===== src/tpgm_pkg.sv =====
// Shared types and constants for the touch and pointer gesture mapper.
package tpgm_pkg;

    typedef enum logic [1:0] {
        MODE_ABS    = 2'd0,
        MODE_REL    = 2'd1,
        MODE_TOUCH  = 2'd2,
        MODE_FROZEN = 2'd3
    } mode_t;

    localparam logic [1:0] REG_MODE   = 2'd0;
    localparam logic [1:0] REG_WIDTH  = 2'd1;
    localparam logic [1:0] REG_HEIGHT = 2'd2;

    localparam logic [11:0] RESET_WIDTH  = 12'd640;
    localparam logic [11:0] RESET_HEIGHT = 12'd480;
    localparam logic [11:0] SIZE_MIN     = 12'd256;
    localparam logic [11:0] SIZE_MAX     = 12'd2048;
    localparam logic [11:0] RIGHT_MARGIN = 12'd10;

    localparam logic [10:0] CURSOR_RESET_X = 11'd250;
    localparam logic [10:0] CURSOR_RESET_Y = 11'd165;
    localparam logic [10:0] CURSOR_X_MAX   = 11'd2038;

    localparam logic [15:0] SCALE_OFS = 16'h7fff;
    localparam logic [16:0] SCALE_DIV = 17'h0fffe;
    localparam logic [15:0] TOUCH_MIN = 16'h8000;

    localparam logic [16:0] DRAG_START     = 17'd256;
    localparam logic [16:0] DRAG_START_NEG = 17'h1ff00;
    localparam logic [17:0] DRAG_ROUND     = 18'd63;

    localparam logic [31:0] HOLD_US = 32'd500000;
    localparam logic [31:0] TAP_US  = 32'd100000;

    typedef struct packed {
        logic [1:0]  touch_count;
        logic [15:0] touch_x;
        logic [15:0] touch_y;
        logic [15:0] mouse_dx;
        logic [15:0] mouse_dy;
        logic [2:0]  mouse_buttons;
        logic [31:0] time_us;
    } frame_t;

    typedef struct packed {
        frame_t      frame;
        logic [11:0] abs_x;
        logic [11:0] abs_y;
    } prep_t;

endpackage


===== src/touch_pointer_gesture_mapper.sv =====
// Top level of the touch and pointer gesture mapper.
// Maps one poll frame per request (touch count and position, mouse deltas and buttons, time
// stamp) to the clamped cursor, the frame's motion delta and the held button levels. Modes:
// 0 scales the touch position to the screen, 1 adds the mouse deltas, 2 runs touchpad
// gestures (tap, hold, drag), 3 reports mouse data and leaves the cursor still. The result
// of a request passes the input register, the scaling register and the result register, and a
// new one is accepted every cycle unless out_ready holds the pipeline; the combinational update
// of the gesture and cursor state in the core sets that rate. Screen size is saturated to
// 256..2048. Write the configuration registers only while no request is in flight.
module touch_pointer_gesture_mapper (
    input  logic        clk,
    input  logic        rst_n,
    input  logic        cfg_we,
    input  logic [1:0]  cfg_index,
    input  logic [11:0] cfg_data,
    input  logic        in_valid,
    output logic        in_ready,
    input  logic [1:0]  touch_count,
    input  logic [15:0] touch_x,
    input  logic [15:0] touch_y,
    input  logic [15:0] mouse_dx,
    input  logic [15:0] mouse_dy,
    input  logic [2:0]  mouse_buttons,
    input  logic [31:0] time_us,
    output logic        out_valid,
    input  logic        out_ready,
    output logic [10:0] cursor_x,
    output logic [10:0] cursor_y,
    output logic [15:0] delta_x,
    output logic [15:0] delta_y,
    output logic [2:0]  button_levels
);

    tpgm_pkg::mode_t  mode_reg;
    logic [11:0]      width_reg;
    logic [11:0]      height_reg;
    logic [11:0]      w_sat, h_sat;
    tpgm_pkg::frame_t frame;
    tpgm_pkg::prep_t  prep;
    logic             prep_valid, prep_ready;

    function automatic logic [11:0] sat_size(input logic [11:0] v);
        if (v < tpgm_pkg::SIZE_MIN)
            return tpgm_pkg::SIZE_MIN;
        else if (v > tpgm_pkg::SIZE_MAX)
            return tpgm_pkg::SIZE_MAX;
        else
            return v;
    endfunction

    always_ff @(posedge clk or negedge rst_n)
    begin
        if (!rst_n)
        begin
            mode_reg   <= tpgm_pkg::MODE_ABS;
            width_reg  <= tpgm_pkg::RESET_WIDTH;
            height_reg <= tpgm_pkg::RESET_HEIGHT;
        end
        else if (cfg_we)
        begin
            case (cfg_index)
                tpgm_pkg::REG_MODE:   mode_reg   <= tpgm_pkg::mode_t'(cfg_data[1:0]);
                tpgm_pkg::REG_WIDTH:  width_reg  <= cfg_data;
                tpgm_pkg::REG_HEIGHT: height_reg <= cfg_data;
                default: ;
            endcase
        end
    end

    assign w_sat = sat_size(width_reg);
    assign h_sat = sat_size(height_reg);

    assign frame.touch_count   = touch_count;
    assign frame.touch_x       = touch_x;
    assign frame.touch_y       = touch_y;
    assign frame.mouse_dx      = mouse_dx;
    assign frame.mouse_dy      = mouse_dy;
    assign frame.mouse_buttons = mouse_buttons;
    assign frame.time_us       = time_us;

    tpgm_front u_front (
        .clk        (clk),
        .rst_n      (rst_n),
        .in_valid   (in_valid),
        .in_ready   (in_ready),
        .frame      (frame),
        .w_sat      (w_sat),
        .h_sat      (h_sat),
        .prep_valid (prep_valid),
        .prep_ready (prep_ready),
        .prep       (prep)
    );

    tpgm_core u_core (
        .clk           (clk),
        .rst_n         (rst_n),
        .mode          (mode_reg),
        .w_sat         (w_sat),
        .h_sat         (h_sat),
        .prep_valid    (prep_valid),
        .prep_ready    (prep_ready),
        .prep          (prep),
        .out_valid     (out_valid),
        .out_ready     (out_ready),
        .cursor_x      (cursor_x),
        .cursor_y      (cursor_y),
        .delta_x       (delta_x),
        .delta_y       (delta_y),
        .button_levels (button_levels)
    );

endmodule


===== src/tpgm_front.sv =====
// Input register and absolute-position scaling stage.
module tpgm_front (
    input  logic                clk,
    input  logic                rst_n,
    input  logic                in_valid,
    output logic                in_ready,
    input  tpgm_pkg::frame_t    frame,
    input  logic [11:0]         w_sat,
    input  logic [11:0]         h_sat,
    output logic                prep_valid,
    input  logic                prep_ready,
    output tpgm_pkg::prep_t     prep
);

    logic             s1_valid_reg;
    tpgm_pkg::frame_t s1_frame_reg;
    logic             s2_valid_reg;
    tpgm_pkg::prep_t  s2_prep_reg;
    logic             s2_load;

    // (t + 0x7fff) * size + size/2 - 1, divided by 0xfffe.
    // Split n = h * 2^16 + l, so n = h * 0xfffe + (2h + l) and 2h + l < 2 * 0xfffe.
    function automatic logic [11:0] scale_abs(input logic [15:0] t, input logic [11:0] size);
        logic [15:0] a;
        logic [26:0] n;
        logic [10:0] hi;
        logic [16:0] r;
        a  = (t == tpgm_pkg::TOUCH_MIN) ? 16'd0 : t + tpgm_pkg::SCALE_OFS;
        n  = 27'(a) * 27'(size) + 27'(size[11:1]) - 27'd1;
        hi = n[26:16];
        r  = {5'd0, hi, 1'b0} + {1'b0, n[15:0]};
        return {1'b0, hi} + ((r >= tpgm_pkg::SCALE_DIV) ? 12'd1 : 12'd0);
    endfunction

    assign s2_load    = !s2_valid_reg || prep_ready;
    assign in_ready   = !s1_valid_reg || s2_load;
    assign prep_valid = s2_valid_reg;
    assign prep       = s2_prep_reg;

    always_ff @(posedge clk or negedge rst_n)
    begin
        if (!rst_n)
        begin
            s1_valid_reg <= 1'b0;
            s2_valid_reg <= 1'b0;
        end
        else
        begin
            if (in_ready)
            begin
                s1_valid_reg <= in_valid;
            end
            if (s2_load)
            begin
                s2_valid_reg <= s1_valid_reg;
            end
        end
    end

    always_ff @(posedge clk)
    begin
        if (in_ready && in_valid)
        begin
            s1_frame_reg <= frame;
        end
        if (s2_load && s1_valid_reg)
        begin
            s2_prep_reg.frame <= s1_frame_reg;
            s2_prep_reg.abs_x <= scale_abs(s1_frame_reg.touch_x, w_sat);
            s2_prep_reg.abs_y <= scale_abs(s1_frame_reg.touch_y, h_sat);
        end
    end

endmodule


===== src/tpgm_core.sv =====
// Gesture state, cursor update and result register.
module tpgm_core (
    input  logic                clk,
    input  logic                rst_n,
    input  tpgm_pkg::mode_t     mode,
    input  logic [11:0]         w_sat,
    input  logic [11:0]         h_sat,
    input  logic                prep_valid,
    output logic                prep_ready,
    input  tpgm_pkg::prep_t     prep,
    output logic                out_valid,
    input  logic                out_ready,
    output logic [10:0]         cursor_x,
    output logic [10:0]         cursor_y,
    output logic [15:0]         delta_x,
    output logic [15:0]         delta_y,
    output logic [2:0]          button_levels
);

    typedef struct packed {
        logic [1:0]  prev_count;
        logic [1:0]  held_button;
        logic        held_active;
        logic        moving;
        logic        tap_click;
        logic [15:0] anchor_x;
        logic [15:0] anchor_y;
        logic [6:0]  rem_x;
        logic [6:0]  rem_y;
        logic [31:0] press_time;
        logic        press_armed;
        logic [31:0] hold_time;
        logic [2:0]  levels;
    } pad_state_t;

    typedef struct packed {
        logic [11:0] q;
        logic [6:0]  r;
    } div_t;

    pad_state_t  st_reg, st_next;
    logic [10:0] cx_reg, cy_reg;
    logic [10:0] cx_next, cy_next;
    logic        out_valid_reg;
    logic [15:0] dx_out_reg, dy_out_reg;
    logic [15:0] rel_x, rel_y;
    logic [17:0] px, py;
    logic [16:0] dx_raw, dy_raw;
    logic [17:0] dx_acc, dy_acc;
    div_t        dq_x, dq_y;
    logic        rise;
    logic        take;
    logic [11:0] hi_x, hi_y;
    tpgm_pkg::frame_t f;

    function automatic logic [2:0] btn_mask(input logic [1:0] b);
        case (b)
            2'd0:    return 3'b001;
            2'd1:    return 3'b010;
            2'd2:    return 3'b100;
            default: return 3'b000;
        endcase
    endfunction

    function automatic logic far_move(input logic [16:0] d);
        return d[16] ? (d <= tpgm_pkg::DRAG_START_NEG) : (d >= tpgm_pkg::DRAG_START);
    endfunction

    // Truncating divide by 64, remainder keeps the sign of the dividend
    function automatic div_t div64(input logic [17:0] d);
        logic [17:0] adj;
        div_t        res;
        adj   = d + (d[17] ? tpgm_pkg::DRAG_ROUND : 18'd0);
        res.q = adj[17:6];
        res.r = d[6:0] - {adj[6], 6'd0};
        return res;
    endfunction

    function automatic logic [10:0] clamp_pos(input logic [17:0] v, input logic [11:0] hi);
        if (v[17])
            return 11'd0;
        else if (v[16:0] > {5'd0, hi})
            return hi[10:0];
        else
            return v[10:0];
    endfunction

    assign f          = prep.frame;
    assign prep_ready = !out_valid_reg || out_ready;
    assign take       = prep_valid && prep_ready;
    assign hi_x       = w_sat - tpgm_pkg::RIGHT_MARGIN;
    assign hi_y       = h_sat - 12'd1;

    always_comb
    begin
        st_next = st_reg;
        px      = {7'd0, cx_reg};
        py      = {7'd0, cy_reg};
        rel_x   = 16'd0;
        rel_y   = 16'd0;
        rise    = f.touch_count > st_reg.prev_count;
        dx_raw  = 17'd0;
        dy_raw  = 17'd0;
        dx_acc  = 18'd0;
        dy_acc  = 18'd0;
        dq_x    = '0;
        dq_y    = '0;
        case (mode)
            tpgm_pkg::MODE_TOUCH:
            begin
                if (f.touch_count != st_reg.prev_count)
                begin
                    if (rise)
                    begin
                        st_next.press_time  = f.time_us;
                        st_next.press_armed = 1'b1;
                    end
                    // release of fingers after a short press counts as a tap
                    if (!st_next.held_active && !rise && st_next.press_armed &&
                        (!st_next.moving || f.touch_count != 2'd0))
                    begin
                        st_next.held_active = 1'b1;
                        st_next.hold_time   = f.time_us;
                        st_next.tap_click   = 1'b1;
                        st_next.held_button = f.touch_count;
                        st_next.levels      = st_next.levels | btn_mask(f.touch_count);
                        st_next.press_armed = 1'b0;
                    end
                    else if (st_next.held_active && (f.touch_count == 2'd0 || rise))
                    begin
                        st_next.levels      = st_next.levels & ~btn_mask(st_next.held_button);
                        st_next.held_active = 1'b0;
                    end
                    if (f.touch_count == 2'd0)
                    begin
                        st_next.moving = 1'b0;
                    end
                    if (st_reg.prev_count == 2'd0 || !rise)
                    begin
                        st_next.anchor_x = f.touch_x;
                        st_next.anchor_y = f.touch_y;
                        st_next.rem_x    = 7'd0;
                        st_next.rem_y    = 7'd0;
                    end
                    st_next.prev_count = f.touch_count;
                end
                dx_raw = {f.touch_x[15], f.touch_x} - {st_next.anchor_x[15], st_next.anchor_x};
                dy_raw = {f.touch_y[15], f.touch_y} - {st_next.anchor_y[15], st_next.anchor_y};
                dx_acc = {dx_raw[16], dx_raw} + {{11{st_next.rem_x[6]}}, st_next.rem_x};
                dy_acc = {dy_raw[16], dy_raw} + {{11{st_next.rem_y[6]}}, st_next.rem_y};
                dq_x   = div64(dx_acc);
                dq_y   = div64(dy_acc);
                if (f.touch_count == 2'd1 && (dx_raw != 17'd0 || dy_raw != 17'd0) &&
                    (st_next.moving || far_move(dx_raw) || far_move(dy_raw)))
                begin
                    st_next.anchor_x = f.touch_x;
                    st_next.anchor_y = f.touch_y;
                    st_next.rem_x    = dq_x.r;
                    st_next.rem_y    = dq_y.r;
                    st_next.moving   = 1'b1;
                    rel_x = {{4{dq_x.q[11]}}, dq_x.q};
                    rel_y = {{4{dq_y.q[11]}}, dq_y.q};
                    px    = px + {{6{dq_x.q[11]}}, dq_x.q};
                    py    = py + {{6{dq_y.q[11]}}, dq_y.q};
                end
                // long still press gives a held button, a tap click times out
                if (!st_next.held_active && f.touch_count != 2'd0 && !st_next.moving &&
                    st_next.press_armed &&
                    (f.time_us - st_next.press_time) >= tpgm_pkg::HOLD_US)
                begin
                    st_next.held_active = 1'b1;
                    st_next.hold_time   = f.time_us;
                    st_next.tap_click   = 1'b0;
                    st_next.held_button = f.touch_count - 2'd1;
                    st_next.levels      = st_next.levels | btn_mask(f.touch_count - 2'd1);
                end
                else if (st_next.held_active && st_next.tap_click &&
                         (f.time_us - st_next.hold_time) >= tpgm_pkg::TAP_US)
                begin
                    st_next.levels      = st_next.levels & ~btn_mask(st_next.held_button);
                    st_next.held_active = 1'b0;
                end
            end
            tpgm_pkg::MODE_ABS:
            begin
                rel_x          = f.mouse_dx;
                rel_y          = f.mouse_dy;
                px             = {6'd0, prep.abs_x};
                py             = {6'd0, prep.abs_y};
                st_next.levels = f.mouse_buttons;
            end
            tpgm_pkg::MODE_REL:
            begin
                rel_x          = f.mouse_dx;
                rel_y          = f.mouse_dy;
                px             = px + {{2{f.mouse_dx[15]}}, f.mouse_dx};
                py             = py + {{2{f.mouse_dy[15]}}, f.mouse_dy};
                st_next.levels = f.mouse_buttons;
            end
            default:
            begin
                rel_x          = f.mouse_dx;
                rel_y          = f.mouse_dy;
                st_next.levels = f.mouse_buttons;
            end
        endcase
        cx_next = clamp_pos(px, hi_x);
        cy_next = clamp_pos(py, hi_y);
    end

    always_ff @(posedge clk or negedge rst_n)
    begin
        if (!rst_n)
        begin
            st_reg        <= '0;
            cx_reg        <= tpgm_pkg::CURSOR_RESET_X;
            cy_reg        <= tpgm_pkg::CURSOR_RESET_Y;
            out_valid_reg <= 1'b0;
        end
        else
        begin
            if (take)
            begin
                st_reg <= st_next;
                cx_reg <= cx_next;
                cy_reg <= cy_next;
            end
            if (prep_ready)
            begin
                out_valid_reg <= prep_valid;
            end
        end
    end

    always_ff @(posedge clk)
    begin
        if (take)
        begin
            dx_out_reg <= rel_x;
            dy_out_reg <= rel_y;
        end
    end

    assign out_valid     = out_valid_reg;
    assign cursor_x      = cx_reg;
    assign cursor_y      = cy_reg;
    assign delta_x       = dx_out_reg;
    assign delta_y       = dy_out_reg;
    assign button_levels = st_reg.levels;

`ifndef ASSERT_OFF
    a_rem_range: assert property (@(posedge clk) disable iff (!rst_n)
        st_reg.rem_x != 7'h40 && st_reg.rem_y != 7'h40)
        else $error("drag remainder reached -64");

    a_moving_needs_finger: assert property (@(posedge clk) disable iff (!rst_n)
        st_reg.moving |-> st_reg.prev_count != 2'd0)
        else $error("drag active with no finger down");

    a_cursor_x_bound: assert property (@(posedge clk) disable iff (!rst_n)
        cx_reg <= tpgm_pkg::CURSOR_X_MAX)
        else $error("cursor x beyond widest screen");

    a_take_gives_result: assert property (@(posedge clk) disable iff (!rst_n)
        take |=> out_valid_reg)
        else $error("request taken without a result");
`endif

endmodule


===== config.mk =====
export PLATFORM = sky130hd
export DESIGN_NAME = touch_pointer_gesture_mapper
export DESIGN_NICKNAME = d
export VERILOG_FILES = /design/src/tpgm_pkg.sv /design/src/touch_pointer_gesture_mapper.sv /design/src/tpgm_front.sv /design/src/tpgm_core.sv
export SDC_FILE = /design/constraint.sdc
export NUM_CORES = 2
export LEC_CHECK = 0
export ABC_CLOCK_PERIOD_IN_PS = 9930
export BUFFER_PORTS_ARGS = -buffer_cell sky130_fd_sc_hd__buf_4
export CORE_ASPECT_RATIO = 1.5
export CORE_MARGIN = 2
export CORE_UTILIZATION = 58
export CTS_CLUSTER_DIAMETER = 40
export DETAILED_ROUTE_END_ITERATION = 6
export MAX_ROUTING_LAYER = met4
export PLACE_DENSITY = 0.76
export SLEW_MARGIN = 20
export SYNTH_ARGS = -nofsm -noshare
export SYNTH_HDL_FRONTEND = slang
export SYNTH_SLANG_ARGS = --single-unit

===== constraint.sdc =====
create_clock -name clk -period 9.93 [get_ports clk]
set_input_delay 1.4895 -clock clk [delete_from_list [all_inputs] [get_ports clk]]
set_output_delay 1.4895 -clock clk [all_outputs]
set_load 0.02 [all_outputs]

==> metrics.log <==
INFO  metric achievable-frequency = 96.81 MHz
INFO  metric finalCritPeriodShare = 104.0%
INFO  metric drt_pass_1_iters = 5
INFO  metric count_of_vias_placed_by_the_detailed_router = around 36000
INFO  metric final_design_area_no_fill = roughly 50000 sq um
INFO  metric synth.ff_latch_count = 430
INFO  metric detailed_place.area = 48110 sq um
INFO  metric post_synth_instance_area = around 43000 sq um
INFO  metric crit_path_frequent_cell = fa_1
INFO  metric detail_route.vias_per_cell = 6.022
INFO  metric syn_area_per_cell = 9.609 sq um
INFO  metric worst_pin_slew = approximately 1.1 ns
INFO  metric final_nets = between 5000 and 6000
INFO  metric worstPathRequired = approximately 10 ns
INFO  metric wirelength = 128900 um
INFO  metric post-route-util = 69.04%
INFO  metric synthMuxAreaShare = under 10%
INFO  metric synth_top_family_by_area = adder cells
INFO  metric clkSinkCount = 430
INFO  metric critical_path.endpoint_type = flip-flop
INFO  metric initial_core_util = 58.67%
INFO  metric finalWorstPathRequiredPeriod = 10.33 ns
INFO  metric setup_viol = 21
INFO  metric r2r_slack = -0.40 ns
INFO  metric postSynth.asyncResetShare = between 40% and 50%
INFO  metric fillers = ~5800
INFO  metric dieHeight = roughly 340 um
INFO  metric number_of_nets_with_antenna_violations_after_detailed_routing = 0
INFO  metric largest_reg_flops = between 100 and 150
INFO  metric post-place-ws = -0.3419 ns
INFO  metric synthSimpleGateAreaFrac = ~14%
INFO  metric finalHoldViolCount = 0
INFO  metric netlist-cell-type-count = 109
INFO  metric antennaDiodeCount = 0
INFO  metric hold_class = reg -> reg
INFO  metric cts_buffers = 51
INFO  metric grtUsageTotal = between 30% and 40%
INFO  metric grt_setup_unrepaired = yes
INFO  metric cts_tree = yes
INFO  metric final.setup_skew = 0.02398 ns
INFO  metric dpl.cell_count = about 6000
INFO  metric placement_rows = between 100 and 150
INFO  metric floorplan.die.width = about 230 um
INFO  metric synth_enable_flop_cells = roughly 260
INFO  metric crit_path_setup_slack_layout = -0.3998 ns
INFO  metric layout_common_cells = buf_4, inv_1, nand2_1
INFO  metric largest_net_degree_at_the_start_of_global_routing = 83
INFO  metric synth-xor-area-share = 4.846%
INFO  metric synth_fa_ha_area_share = a little over a quarter
INFO  metric cp_class = reg -> reg
INFO  metric critPathLaunchType = flip-flop
INFO  metric area_growth = 17.67%
INFO  metric numPortBuffers = 178
INFO  metric max-clock-path-buffers = 3
INFO  metric netlist_instances = 4511
INFO  metric first_global_vias = approximately 38000
INFO  metric synth_top_flop_cell = edfxtp_1
INFO  metric timing.max_slew.rel_slack = approximately 26%
INFO  metric grt_overflow_total = 0
INFO  metric grt_pass1_wl = 199800 um
INFO  metric ys_warn_count = 0
INFO  metric dieArea = a little under 80000 sq um
INFO  metric design.portCount = 179
INFO  metric globalplace.congestion = 1.041
INFO  metric failed_checks = setup timing
INFO  metric post_synthesis_compound_gate_area_fraction = 13.55%
INFO  metric mostFrequentLayoutCell = buf_4
INFO  metric outcome = finished, violations left
INFO  metric core = about 74000 sq um
INFO  metric path_clk_slew = about 0.060 ns
INFO  metric drt_first_iter_violations = ~2400
INFO  metric detail_route.drc_violations = 0
INFO  metric clk_latency = 0.61 ns
INFO  metric maxCapViolations = 0
INFO  metric antenna_violations_before_repair = 0
INFO  metric clk_root_buffer_cell = clkbuf_16
INFO  metric synth_seq_area_share = ~28%
INFO  metric critical_path.slowest_cell = fa_1
INFO  metric cp_data_arrival_time = 10.70 ns
INFO  metric route.detailed.wl_per_inst = around 21 um
INFO  metric final_cell_count_no_fill = between 6000 and 7000
INFO  metric layout-drive-gt1-share = around a fifth
INFO  metric slew_violations = 0
INFO  metric critical_path.max_stage_delay = approximately 0.56 ns
INFO  metric cts-htree-levels = 2
INFO  metric worst-path-max-fanout = 7
INFO  metric dp.final_hpwl = a little over 100000 um
synthesized netlist by cell type (10+ instances only):
cell type    n  area, sq um
a211oi_1    32        240.2
nand2_1    507         1903
a21o_1      95        713.2
o21ai_0    151        755.7
a211o_1     14        122.6
edfxtp_1   258         7747
and3_1      26        162.7
a21oi_1    195        975.9
xor2_1      70        613.1
mux2i_1    115         1151
dfstp_2     16        420.4
or4_1       10        75.07
fa_1       326         6526
inv_1      510         1914
o31a_1      10        87.58
nor2b_1     46        287.8
o2111ai_1   12        105.1
nor4_1      21        131.4
mux2_2     104         1171
or3_1       26        162.7
buf_1       11        41.29
clkbuf_1   110        412.9
o22ai_1     18        112.6
o21a_1      43        322.8
or2_2       17        106.4
dfrtp_1    156         3904
mux2_4      29        435.4
a31oi_1     30        187.7
nor3_1     102        510.5
nand4_1     39        244.0
a22o_1      37        324.1
o211ai_1    18        135.1
nand3_1     62        310.3
o31ai_1     17        127.6
a21boi_0    13        97.59
buf_2       11        55.05
nand3b_1    12        90.09
nand2b_1    50        312.8
nor2_1     317         1190
o21bai_1    33        247.7
and2_1      66        412.9
xnor2_1    168         1471
ha_1       410         5130
o41ai_1     10        87.58
final timing paths:
kind                                          start                  to  depth (start not counted)
setup / recovery           u_front.s1_frame_reg[67]    u_front.prep[10]                         44
hold / removal             u_front.s1_frame_reg[29]    u_front.prep[53]                          0
setup reg to reg           u_front.s1_frame_reg[67]    u_front.prep[10]                         44
hold reg to reg            u_front.s1_frame_reg[29]    u_front.prep[53]                          0
max in group asynchronous                     rst_n  u_front.prep_valid                          2
min in group asynchronous                     rst_n        width_reg[0]                          1
repair_timing:
item                                    in CTS  in global routing
cloned                                       0                  0
setup buffers                               51                 23
hold buffers                                 0                  0
endpoints found under the setup margin      31                 46
hold endpoints to repair                     0                  0
pin swaps                                   75                107
resized for setup                           42                110
stage by stage:
stage | setup TNS (ns) | hold WS [ns]
after floorplan | -0.5191 | 0.4003
after global placement | -0.5026 | 0.4021
after detailed placement | -4.114 | 0.4059
after CTS | -1.399 | 0.4133
after global routing | -14.61 | 0.4186
final | -5.104 | 0.4134
cells by family after synthesis:
group,Yosys count
simple gates,1341
compound gates,855
fa+ha+maj,738
buf+inv,659
flops,430
mux,248
xor+xnor,239
other cells,1
critical path: cells and delay by family (launching register included):
| kind | cells | cell delay (ns) |
|---|---|---|
| AO/OA/AOI/OAI | 11 | 2.07 |
| XOR/XNOR | 3 | 0.33 |
| adder cells (fa/ha/maj) | 13 | 4.19 |
| buffers and inverters | 6 | 0.55 |
| flip-flops | 1 | 0.41 |
| AND/OR/NAND/NOR | 11 | 2.51 |
layer usage:
layer	part of all wire, %	GRT usage (%)
met4	7.3	20.81
met5	0	-
met2	51	60.14
met3	6.1	3.935
met1	36	37.24
cell type report:
type	instances	area [sq um]	share of cell area [%]
Sequential cell	430	12070	23.67
Timing Repair Buffer	583	4449	8.723
Inverter	515	1933	3.790
Multi-Input combinational cell	3423	29600	58.03
Clock buffer	58	1391	2.728
Clock inverter	36	320.3	0.6280
Tap cell	992	1241	2.433
Power is not shown: default switching activity piles up to over one toggle a cycle in this logic, so the estimate is an artifact.
